File: src/alir_pkg.sv
// Shared types and constants of the array list insert/remove core.
package alir_pkg;

    localparam int CAPACITY_DEF = 64;
    localparam int KIND_W       = 3;
    localparam int VAL_W        = 32;
    localparam int POS_W        = 6;
    localparam int STAT_W       = 3;
    localparam int CNT_OUT_W    = 7;

    // Command codes; codes above K_READ are ignored
    typedef enum logic [KIND_W-1:0] {
        K_INSERT     = 3'd0,
        K_REMOVE_AT  = 3'd1,
        K_REMOVE_ONE = 3'd2,
        K_REMOVE_ALL = 3'd3,
        K_READ       = 3'd4
    } t_kind;

    // Result status codes
    typedef enum logic [STAT_W-1:0] {
        ST_OK        = 3'd0,
        ST_EMPTY     = 3'd1,
        ST_NOT_FOUND = 3'd2,
        ST_RANGE     = 3'd3,
        ST_FULL      = 3'd4
    } t_status;

    // Decoder verdict on one command
    typedef struct packed {
        logic    run;
        t_status status;
    } t_plan;

endpackage

File: src/alir_cmd_if.sv
// Command channel: valid/ready handshake with kind, value and position.
interface alir_cmd_if;
    logic                                  valid;
    logic                                  ready;
    logic [alir_pkg::KIND_W-1:0]           kind;
    logic signed [alir_pkg::VAL_W-1:0]     value;
    logic [alir_pkg::POS_W-1:0]            position;

    modport source (output valid, kind, value, position, input ready);
    modport sink   (input valid, kind, value, position, output ready);
endinterface

File: src/alir_rsp_if.sv
// Response channel: valid/ready handshake with status, length, count and data.
interface alir_rsp_if;
    logic                                  valid;
    logic                                  ready;
    logic [alir_pkg::STAT_W-1:0]           status;
    logic [alir_pkg::CNT_OUT_W-1:0]        length_after;
    logic [alir_pkg::CNT_OUT_W-1:0]        removed_count;
    logic signed [alir_pkg::VAL_W-1:0]     read_data;

    modport source (output valid, status, length_after, removed_count, read_data,
                    input ready);
    modport sink   (input valid, status, length_after, removed_count, read_data,
                    output ready);
endinterface

File: src/alir_decode.sv
// Command check: status for rejected commands, scan start and read count.
module alir_decode #(
    parameter int CAPACITY = alir_pkg::CAPACITY_DEF
) (
    input  logic [alir_pkg::KIND_W-1:0]        i_kind,
    input  logic [alir_pkg::POS_W-1:0]         i_position,
    input  logic [$clog2(CAPACITY+1)-1:0]      i_len,
    output alir_pkg::t_plan                    o_plan,
    output logic [$clog2(CAPACITY)-1:0]        o_start,
    output logic [$clog2(CAPACITY+1)-1:0]      o_cnt
);
    localparam int AW    = $clog2(CAPACITY);
    localparam int LEN_W = $clog2(CAPACITY + 1);
    localparam int CW    = (LEN_W > alir_pkg::POS_W) ? LEN_W : alir_pkg::POS_W;

    logic [CW-1:0] pos_c;
    logic [CW-1:0] len_c;
    logic          full;

    assign pos_c = CW'(i_position);
    assign len_c = CW'(i_len);
    assign full  = (i_len == LEN_W'(CAPACITY));

    // Validate the command and set up the memory scan
    always_comb begin
        o_plan.run    = 1'b0;
        o_plan.status = alir_pkg::ST_OK;
        o_start       = '0;
        o_cnt         = '0;
        unique case (alir_pkg::t_kind'(i_kind))
            alir_pkg::K_INSERT: begin
                if (full) begin
                    o_plan.status = alir_pkg::ST_FULL;
                end else if (pos_c > len_c) begin
                    o_plan.status = alir_pkg::ST_RANGE;
                end else begin
                    // walk down from the last entry to the slot being opened
                    o_plan.run = 1'b1;
                    o_start    = AW'(len_c - CW'(1));
                    o_cnt      = LEN_W'(len_c - pos_c);
                end
            end
            alir_pkg::K_REMOVE_AT: begin
                if (pos_c >= len_c) begin
                    o_plan.status = alir_pkg::ST_RANGE;
                end else begin
                    o_plan.run = 1'b1;
                    o_start    = AW'(pos_c);
                    o_cnt      = LEN_W'(len_c - pos_c);
                end
            end
            alir_pkg::K_REMOVE_ONE, alir_pkg::K_REMOVE_ALL: begin
                if (i_len == '0) begin
                    o_plan.status = alir_pkg::ST_EMPTY;
                end else begin
                    o_plan.run = 1'b1;
                    o_cnt      = i_len;
                end
            end
            alir_pkg::K_READ: begin
                if (pos_c >= len_c) begin
                    o_plan.status = alir_pkg::ST_RANGE;
                end else begin
                    o_plan.run = 1'b1;
                    o_start    = AW'(pos_c);
                    o_cnt      = LEN_W'(1);
                end
            end
            default: begin
                o_plan.run = 1'b0;
            end
        endcase
    end

endmodule

File: src/alir_engine.sv
// Entry memory with its read-modify-write sequencer and the response register.
module alir_engine #(
    parameter int CAPACITY = alir_pkg::CAPACITY_DEF
) (
    input  logic                                i_clk,
    input  logic                                i_rst_n,
    input  logic                                i_cmd_valid,
    output logic                                o_cmd_ready,
    input  logic [alir_pkg::KIND_W-1:0]         i_kind,
    input  logic signed [alir_pkg::VAL_W-1:0]   i_value,
    input  logic [alir_pkg::POS_W-1:0]          i_position,
    input  alir_pkg::t_plan                     i_plan,
    input  logic [$clog2(CAPACITY)-1:0]         i_start,
    input  logic [$clog2(CAPACITY+1)-1:0]       i_cnt,
    output logic [$clog2(CAPACITY+1)-1:0]       o_len,
    output logic                                o_rsp_valid,
    input  logic                                i_rsp_ready,
    output logic [alir_pkg::STAT_W-1:0]         o_status,
    output logic [alir_pkg::CNT_OUT_W-1:0]      o_length_after,
    output logic [alir_pkg::CNT_OUT_W-1:0]      o_removed_count,
    output logic signed [alir_pkg::VAL_W-1:0]   o_read_data
);
    localparam int AW    = $clog2(CAPACITY);
    localparam int LEN_W = $clog2(CAPACITY + 1);

    typedef enum logic [2:0] {
        S_IDLE = 3'b001,
        S_SCAN = 3'b010,
        S_FIN  = 3'b100
    } t_state;

    // Entry store, one write and one registered read per cycle
    logic signed [alir_pkg::VAL_W-1:0] mem [CAPACITY];
    logic signed [alir_pkg::VAL_W-1:0] r_rd_data;

    t_state                            r_state, n_state;
    alir_pkg::t_kind                   r_kind;
    alir_pkg::t_status                 r_status;
    logic signed [alir_pkg::VAL_W-1:0] r_val;
    logic [AW-1:0]                     r_pos;
    logic [AW-1:0]                     r_ptr;
    logic [AW-1:0]                     r_wp;
    logic [LEN_W-1:0]                  r_cnt;
    logic [LEN_W-1:0]                  r_len;
    logic [LEN_W-1:0]                  r_removed;
    logic                              r_found;
    logic                              r_rd_vld;
    logic [AW-1:0]                     r_rd_idx;
    logic signed [alir_pkg::VAL_W-1:0] r_data;

    logic                              accept;
    logic                              rd_en;
    logic                              wr_en;
    logic [AW-1:0]                     wr_addr;
    logic signed [alir_pkg::VAL_W-1:0] wr_data;
    logic                              drop;
    logic                              is_compact;
    logic                              scan_done;
    logic                              out_load;
    alir_pkg::t_status                 fin_status;

    assign o_cmd_ready = (r_state == S_IDLE);
    assign accept      = i_cmd_valid && o_cmd_ready;
    assign o_len       = r_len;
    assign is_compact  = (r_kind == alir_pkg::K_REMOVE_AT) ||
                         (r_kind == alir_pkg::K_REMOVE_ONE) ||
                         (r_kind == alir_pkg::K_REMOVE_ALL);
    assign rd_en       = (r_state == S_SCAN) && (r_cnt != '0);
    assign scan_done   = (r_state == S_SCAN) && (r_cnt == '0) && !r_rd_vld;
    assign out_load    = (r_state == S_FIN) && (!o_rsp_valid || i_rsp_ready);

    // Decide whether a returning entry leaves the list
    always_comb begin
        drop = 1'b0;
        priority if (r_kind == alir_pkg::K_REMOVE_AT) begin
            drop = (r_rd_idx == r_pos);
        end else if (r_kind == alir_pkg::K_REMOVE_ONE) begin
            drop = (r_rd_data == r_val) && !r_found;
        end else if (r_kind == alir_pkg::K_REMOVE_ALL) begin
            drop = (r_rd_data == r_val);
        end else begin
            drop = 1'b0;
        end
    end

    // Write back: shift up for insert, compact for removals, then place the new word
    always_comb begin
        wr_en   = 1'b0;
        wr_addr = r_wp;
        wr_data = r_rd_data;
        if (r_state == S_SCAN) begin
            if (r_rd_vld) begin
                if (r_kind == alir_pkg::K_INSERT) begin
                    wr_en   = 1'b1;
                    wr_addr = AW'(r_rd_idx + AW'(1));
                end else if (is_compact && !drop) begin
                    wr_en   = 1'b1;
                end
            end else if ((r_cnt == '0) && (r_kind == alir_pkg::K_INSERT)) begin
                wr_en   = 1'b1;
                wr_addr = r_pos;
                wr_data = r_val;
            end
        end
    end

    always_ff @(posedge i_clk) begin
        if (wr_en) begin
            mem[wr_addr] <= wr_data;
        end
        if (rd_en) begin
            r_rd_data <= mem[r_ptr];
        end
    end

    // Sequence: idle, scan the memory, hand the result over
    always_comb begin
        n_state = r_state;
        unique case (r_state)
            S_IDLE: if (accept) begin
                n_state = i_plan.run ? S_SCAN : S_FIN;
            end
            S_SCAN: if (scan_done) begin
                n_state = S_FIN;
            end
            S_FIN: if (out_load) begin
                n_state = S_IDLE;
            end
            default: n_state = S_IDLE;
        endcase
    end

    always_comb begin
        fin_status = r_status;
        if ((r_status == alir_pkg::ST_OK) && (r_removed == '0) &&
            ((r_kind == alir_pkg::K_REMOVE_ONE) || (r_kind == alir_pkg::K_REMOVE_ALL))) begin
            fin_status = alir_pkg::ST_NOT_FOUND;
        end
    end

    // Control state
    always_ff @(posedge i_clk) begin
        if (!i_rst_n) begin
            r_state     <= S_IDLE;
            r_len       <= '0;
            r_rd_vld    <= 1'b0;
            o_rsp_valid <= 1'b0;
        end else begin
            r_state  <= n_state;
            r_rd_vld <= rd_en;
            if (scan_done) begin
                r_len <= (r_kind == alir_pkg::K_INSERT) ? LEN_W'(r_len + LEN_W'(1))
                                                        : LEN_W'(r_len - r_removed);
            end
            if (out_load) begin
                o_rsp_valid <= 1'b1;
            end else if (i_rsp_ready) begin
                o_rsp_valid <= 1'b0;
            end
        end
    end

    // Command capture, scan pointers and result payload
    always_ff @(posedge i_clk) begin
        if (accept) begin
            r_kind    <= alir_pkg::t_kind'(i_kind);
            r_status  <= i_plan.status;
            r_val     <= i_value;
            r_pos     <= AW'(i_position);
            r_ptr     <= i_start;
            r_wp      <= i_start;
            r_cnt     <= i_plan.run ? i_cnt : '0;
            r_removed <= '0;
            r_found   <= 1'b0;
            r_data    <= '0;
        end else if (r_state == S_SCAN) begin
            if (rd_en) begin
                r_ptr    <= (r_kind == alir_pkg::K_INSERT) ? AW'(r_ptr - AW'(1))
                                                           : AW'(r_ptr + AW'(1));
                r_cnt    <= LEN_W'(r_cnt - LEN_W'(1));
                r_rd_idx <= r_ptr;
            end
            if (r_rd_vld) begin
                if (r_kind == alir_pkg::K_READ) begin
                    r_data <= r_rd_data;
                end else if (is_compact) begin
                    if (drop) begin
                        r_found   <= 1'b1;
                        r_removed <= LEN_W'(r_removed + LEN_W'(1));
                    end else begin
                        r_wp <= AW'(r_wp + AW'(1));
                    end
                end
            end
        end
        if (out_load) begin
            o_status        <= fin_status;
            o_length_after  <= alir_pkg::CNT_OUT_W'(r_len);
            o_removed_count <= alir_pkg::CNT_OUT_W'(r_removed);
            o_read_data     <= r_data;
        end
    end

endmodule

File: src/array_list_insert_remove_core.sv
// Top level of the packed list store with insert, remove and read commands.
//
// Usage:
//   i_cmd carries one command per beat (kind, value, position); o_rsp returns
//   exactly one beat per command with status, length after, removed count and
//   read data. Both channels transfer when valid and ready are high together.
//   Entries live in one synchronous memory of CAPACITY words; a command that
//   passes the check is worked as a scan that reads one entry a cycle; inserts
//   and removals write it back shifted, so the memory port pair sets the pace.
// One command is in work at a time; i_cmd.ready is high again the cycle after
// the response is loaded, so a new command is taken while the previous
// response still waits on o_rsp. If the receiver stalls, the finished
// result of the next command holds until the response register frees up.
// Reset (synchronous, active low) empties the list; memory contents are not
// cleared, entries beyond the length are never read.
module array_list_insert_remove_core #(
    parameter int CAPACITY = alir_pkg::CAPACITY_DEF
) (
    input  logic        i_clk,
    input  logic        i_rst_n,
    alir_cmd_if.sink    i_cmd,
    alir_rsp_if.source  o_rsp
);
    localparam int AW    = $clog2(CAPACITY);
    localparam int LEN_W = $clog2(CAPACITY + 1);

    alir_pkg::t_plan    plan;
    logic [AW-1:0]      start;
    logic [LEN_W-1:0]   cnt;
    logic [LEN_W-1:0]   len;

    // Check the incoming command against the current length
    alir_decode #(.CAPACITY(CAPACITY)) u_decode (
        .i_kind     (i_cmd.kind),
        .i_position (i_cmd.position),
        .i_len      (len),
        .o_plan     (plan),
        .o_start    (start),
        .o_cnt      (cnt)
    );

    // Run the memory scan and hold the response
    alir_engine #(.CAPACITY(CAPACITY)) u_engine (
        .i_clk           (i_clk),
        .i_rst_n         (i_rst_n),
        .i_cmd_valid     (i_cmd.valid),
        .o_cmd_ready     (i_cmd.ready),
        .i_kind          (i_cmd.kind),
        .i_value         (i_cmd.value),
        .i_position      (i_cmd.position),
        .i_plan          (plan),
        .i_start         (start),
        .i_cnt           (cnt),
        .o_len           (len),
        .o_rsp_valid     (o_rsp.valid),
        .i_rsp_ready     (o_rsp.ready),
        .o_status        (o_rsp.status),
        .o_length_after  (o_rsp.length_after),
        .o_removed_count (o_rsp.removed_count),
        .o_read_data     (o_rsp.read_data)
    );

endmodule

File: src/flat_wrapper.sv
// flat-port wrapper written by rule: the top's interface ports become plain ports
module array_list_insert_remove_core_flat 
#(
    parameter int CAPACITY = alir_pkg::CAPACITY_DEF
)
  (i_clk, i_rst_n, i_cmd_valid, i_cmd_kind, i_cmd_value, i_cmd_position, i_cmd_ready, o_rsp_valid, o_rsp_status, o_rsp_length_after, o_rsp_removed_count, o_rsp_read_data, o_rsp_ready);
  alir_cmd_if i_cmd_i ();
  alir_rsp_if o_rsp_i ();
  input  logic i_clk;
  input  logic i_rst_n;
  input wire logic [$bits(i_cmd_i.valid)-1:0] i_cmd_valid;
  input wire logic [$bits(i_cmd_i.kind)-1:0] i_cmd_kind;
  input wire logic [$bits(i_cmd_i.value)-1:0] i_cmd_value;
  input wire logic [$bits(i_cmd_i.position)-1:0] i_cmd_position;
  output wire logic [$bits(i_cmd_i.ready)-1:0] i_cmd_ready;
  output wire logic [$bits(o_rsp_i.valid)-1:0] o_rsp_valid;
  output wire logic [$bits(o_rsp_i.status)-1:0] o_rsp_status;
  output wire logic [$bits(o_rsp_i.length_after)-1:0] o_rsp_length_after;
  output wire logic [$bits(o_rsp_i.removed_count)-1:0] o_rsp_removed_count;
  output wire logic [$bits(o_rsp_i.read_data)-1:0] o_rsp_read_data;
  input wire logic [$bits(o_rsp_i.ready)-1:0] o_rsp_ready;
  assign i_cmd_i.valid = i_cmd_valid;
  assign i_cmd_i.kind = i_cmd_kind;
  assign i_cmd_i.value = i_cmd_value;
  assign i_cmd_i.position = i_cmd_position;
  assign i_cmd_ready = i_cmd_i.ready;
  assign o_rsp_valid = o_rsp_i.valid;
  assign o_rsp_status = o_rsp_i.status;
  assign o_rsp_length_after = o_rsp_i.length_after;
  assign o_rsp_removed_count = o_rsp_i.removed_count;
  assign o_rsp_read_data = o_rsp_i.read_data;
  assign o_rsp_i.ready = o_rsp_ready;
  array_list_insert_remove_core #(.CAPACITY(CAPACITY)) u_core (.i_clk(i_clk), .i_rst_n(i_rst_n), .i_cmd(i_cmd_i), .o_rsp(o_rsp_i));
endmodule
File: config.mk
export PLATFORM = sky130hd
export DESIGN_NAME = array_list_insert_remove_core_flat
export DESIGN_NICKNAME = d
export VERILOG_FILES = /design/src/alir_pkg.sv /design/src/alir_cmd_if.sv /design/src/alir_rsp_if.sv /design/src/alir_decode.sv /design/src/alir_engine.sv /design/src/array_list_insert_remove_core.sv /design/src/flat_wrapper.sv
export SDC_FILE = /design/constraint.sdc
export NUM_CORES = 2
export LEC_CHECK = 0
export BUFFER_PORTS_ARGS = -buffer_cell sky130_fd_sc_hd__buf_2
export CAP_MARGIN = 25
export CORE_MARGIN = 2
export CORE_UTILIZATION = 50
export DETAILED_ROUTE_END_ITERATION = 8
export PLACE_DENSITY = 0.68
export SYNTH_ARGS = -nofsm -noshare
export SYNTH_HDL_FRONTEND = slang
export SYNTH_HIERARCHICAL = 1
export SYNTH_SLANG_ARGS = --single-unit
File: constraint.sdc
create_clock -name i_clk -period 7.3 [get_ports i_clk]
set_input_delay 1.46 -clock i_clk [delete_from_list [all_inputs] [get_ports i_clk]]
set_output_delay 1.46 -clock i_clk [all_outputs]
set_load 0.02 [all_outputs]
==> metrics.md <==
| Metric | Value |
|---|---|
| Status | finished clean |
| Core area | 0.174 mm^2 |
| Leading area contributor after synthesis | edfxtp_1 |
| Crit path buf inv count | 2 |
| Slew Limit Fails | 0 |
| Crit path largest cell delay | 0.89 ns |
| Yosys reg bits | 2,250 |
| Sequential fraction of the synthesis area | 0.769 |
| Die Y | 422 um |
| Root buf cell | clkbuf_16 |
| First-pass GRT wire length | 309,000 um |
| Peak VDD IR | 300 uV |
| Clock transition at path regs | 0.06 ns |
| CP top delay family | multiplexers |
| Sink Count | 2,250 |
| Setup WS pre-CTS | 2.84 ns |
| Worst slew pin tran | 1.05 ns |
| DRT iter0 DRCs | 5,962 |
| Top Ports | 96 |
| TNS Setup | 0 ns |
| Vias in the first global route | 42,000 |
| Critical path class | flip-flop to flip-flop |
| WL final | 217,000 um |
| DRT antenna net count | 0 |
| Synth top area share | 0.757 |
| Filler instances | 12,400 |
| TritonCTS Buffers | 215 |
| Commonest register cell after synthesis | edfxtp_1 |
| # setup viols final | 0 |
| Share of layout cells above drive strength 1 | 0.306 |
| Hold Crit Class | flip-flop to flip-flop |
| Post-layout min period | 4.37 ns |
| Max-cap viol count | 0 |
| Clk_lat worst skew | 0.86 ns |
| Syn_area_per_cell | 22.6 um^2 |
| Clock skew | 0.0522 ns |
| Synth area leaders | edfxtp_1 76%, mux4_2 16%, dfxtp_1 1.2% |
| P per Cell Area | 280 mW/mm^2 |
| CP endpoint kind | flip-flop |
| Die Wd | 422 um |
| Gp weighted congestion | 0.858 |
| Most frequent CP cell | mux4_2 |
| Share of flip-flops with an asynchronous set or reset | 0 |
| Postcts setup bufs | 0 |
| Worst Path Arrival | 4.94 ns |
| Crit-path max FO | 59 |
| Detailed-route via count | 42,300 |
| Yosys warnings | 6 |
| Area of the mapped netlist | 0.0872 mm^2 |
| Pin count of the biggest net entering global routing | 136 |
| Final worst-path cycle share | 0.599 |
| Post-synth EDFFs | 2,198 |
| Remaining global-route overflow | 0 |
| Fmax | 229 MHz |
| Avg WL per Cell | 32.8 um |
| Worst-path cell chain | buf_12, buf_4, mux4_2, mux4_2, a22oi_1, nand2_1 |
| Post-CTS Resized | 0 |
| Via density | 6.38 |
| Total GRT Usage | 0.245 |
| Reg-to-reg slack, setup | 2.93 ns |
| Row count | 153 |
| Iteration count of the initial detailed-routing pass | 5 |
| Clock Tree Buf Depth | 3 |
| Leakage | 0.0305 uW |
| Area Growth Syn to Fin | 12.8% |
| Worst rel slew slack | 0.294 |
| Synth unique cells | 86 |
| Final Hold Fails | 0 |
| Final net count | 4,178 |
| RSZ-0062 raised after global routing | no |
| Initial Utilization | 0.502 |
| CP max-delay cell | edfxtp_1 |
| Htree depth | 4 |
| Area of the multi-input gates | 0.0195 mm^2 |
| Register area | 0.0670 mm^2 |
| Gate Count Post-Synth | 3,852 |
| Remaining DRCs | 0 |
| Fin util | 0.567 |
| Final setup margin | 2.93 ns |
| Initial antenna violation count | 2 |
| CTS tree | yes |
| Worst path required time | 7.86 ns |
| Post-DP HPWL | 114,000 um |
| Syn nets | 3,924 |
| Worst Setup Start Kind | flip-flop |
| Port Buffers | 95 |
| Hold buffer count at cts | 0 |
| Die ar. | 0.178 mm^2 |
through the flow:
step | hold WS [ns] | power, uW | instances | instance area, um^2
floorplan | 0.406 | 16000 | 3852 | 87200
global placement | 0.415 | 16800 | 6202 | 91200
detailed placement | 0.419 | 16800 | 6210 | 91300
CTS | 0.433 | 27700 | 6613 | 98300
global route | 0.443 | 28300 | 6619 | 98400
finish | 0.431 | 27500 | 6622 | 98400
synthesized netlist by cell type, types with 18 or more instances:
| cell | number |
|---|---|
| a22oi_1 | 52 |
| buf_1 | 22 |
| a21oi_1 | 54 |
| xnor2_1 | 45 |
| clkbuf_1 | 92 |
| nand3_1 | 29 |
| ha_1 | 24 |
| mux4_2 | 634 |
| buf_2 | 74 |
| o21ai_0 | 25 |
| xor2_1 | 18 |
| inv_1 | 27 |
| mux2_2 | 32 |
| nor3_1 | 74 |
| nand2_1 | 147 |
| nor2_1 | 37 |
| edfxtp_1 | 2198 |
| dfxtp_1 | 52 |
cells in the final DEF, fill, tap and decap left out, types with 13 or more instances in the layout:
| cell type | n |
|---|---|
| edfxtp_1 | 2198 |
| mux4_2 | 634 |
| clkbuf_16 | 220 |
| nand2_1 | 147 |
| buf_4 | 119 |
| buf_2 | 96 |
| nor3_2 | 68 |
| a21oi_1 | 54 |
| clkinv_1 | 52 |
| a22oi_1 | 52 |
| dfxtp_1 | 52 |
| clkinv_2 | 48 |
| xnor2_1 | 45 |
| clkbuf_1 | 41 |
| nor2_1 | 35 |
| mux2_2 | 32 |
| nand3_1 | 28 |
| inv_1 | 26 |
| o21ai_0 | 24 |
| ha_1 | 24 |
| bufinv_16 | 20 |
| buf_12 | 20 |
| xor2_1 | 18 |
| nor2b_1 | 14 |
| a211oi_1 | 14 |
| nand4_1 | 13 |
state kept, by name, summed over array words and instances (netlist names):
signal	flops
u_core/u_engine/r_wp	6
u_core/u_engine/r_rd_vld	1
u_core/u_engine/r_removed	7
u_core/u_engine/r_found	1
u_core/u_engine/o_read_data	32
u_core/u_engine/r_val	32
u_core/u_engine/r_rd_data	32
u_core/u_engine/o_length_after	7
u_core/u_engine/r_pos	6
u_core/u_engine/o_len	7
u_core/u_engine/r_kind	3
u_core/u_engine/r_cnt	7
u_core/u_engine/o_removed_count	7
u_core/u_engine/r_state	3
u_core/u_engine/mem	2048
u_core/u_engine/r_data	32
u_core/u_engine/r_status	3
u_core/u_engine/r_ptr	6
u_core/u_engine/o_rsp_valid	1
u_core/u_engine/r_rd_idx	6
u_core/u_engine/o_status	3
worst register-to-register path: stages, from the launching register on:
cell      delay (ns)
edfxtp_1        0.89
buf_12          0.41
buf_4           0.82
mux4_2          0.65
mux4_2          0.52
a22oi_1         0.66
nand2_1         0.16
per-layer routing:
metal,global-route usage,vias up,wire length (um),share of wire
met5,0,-,0,0
met4,0.0861,0,7850,0.036
met3,0.0473,337,21900,0.10
met2,0.383,2335,103000,0.48
met1,0.348,22700,83900,0.39
li1,-,16900,-,-
report_power, final:
group / internal (uW) / switching [uW] / leakage [uW] / total (uW)
Combinational: 1110 / 1300 / 0.00686 / 2410
Clock: 6250 / 4770 / 0.00342 / 11000
Sequential: 14000 / 54.0 / 0.0202 / 14100
logic make-up (layout without fill, tap and decap cells):
logic type | count (synthesis) | in the layout | synth area share
fa+ha+maj | 27 | 27 | 0.00413
xor+xnor | 63 | 63 | 0.00633
other cells | 0 | 5 | 0
simple gates | 375 | 375 | 0.0215
mux | 674 | 674 | 0.169
flops | 2250 | 2250 | 0.769
compound gates | 235 | 235 | 0.0190
buf+inv | 228 | 668 | 0.0116
area by class of cell:
type	count	area share
antenna	5	0.000127
tap	2325	0.0296
clock inverter	140	0.0134
multi-input combinational	1374	0.198
inverter	29	0.00113
clock buffer	263	0.0578
sequential	2250	0.681
timing repair buffer	236	0.0183
worst paths after layout:
| check | start | endpoint | cells past startpoint |
|---|---|---|---|
| worst max-delay path | u_core/u_engine/r_ptr[0]$_DFFE_PP_ | u_core/u_engine/r_rd_data[26]$_DFFE_PP_ | 6 |
| worst min-delay path | u_core/u_engine/r_data[12]$_SDFFE_PP0P_ | u_core/u_engine/o_read_data[12]$_DFFE_PP_ | 0 |
| worst max register to register | u_core/u_engine/r_ptr[0]$_DFFE_PP_ | u_core/u_engine/r_rd_data[26]$_DFFE_PP_ | 6 |
| worst min register to register | u_core/u_engine/r_data[12]$_SDFFE_PP0P_ | u_core/u_engine/o_read_data[12]$_DFFE_PP_ | 0 |
(Power assumes the default switching activity.)
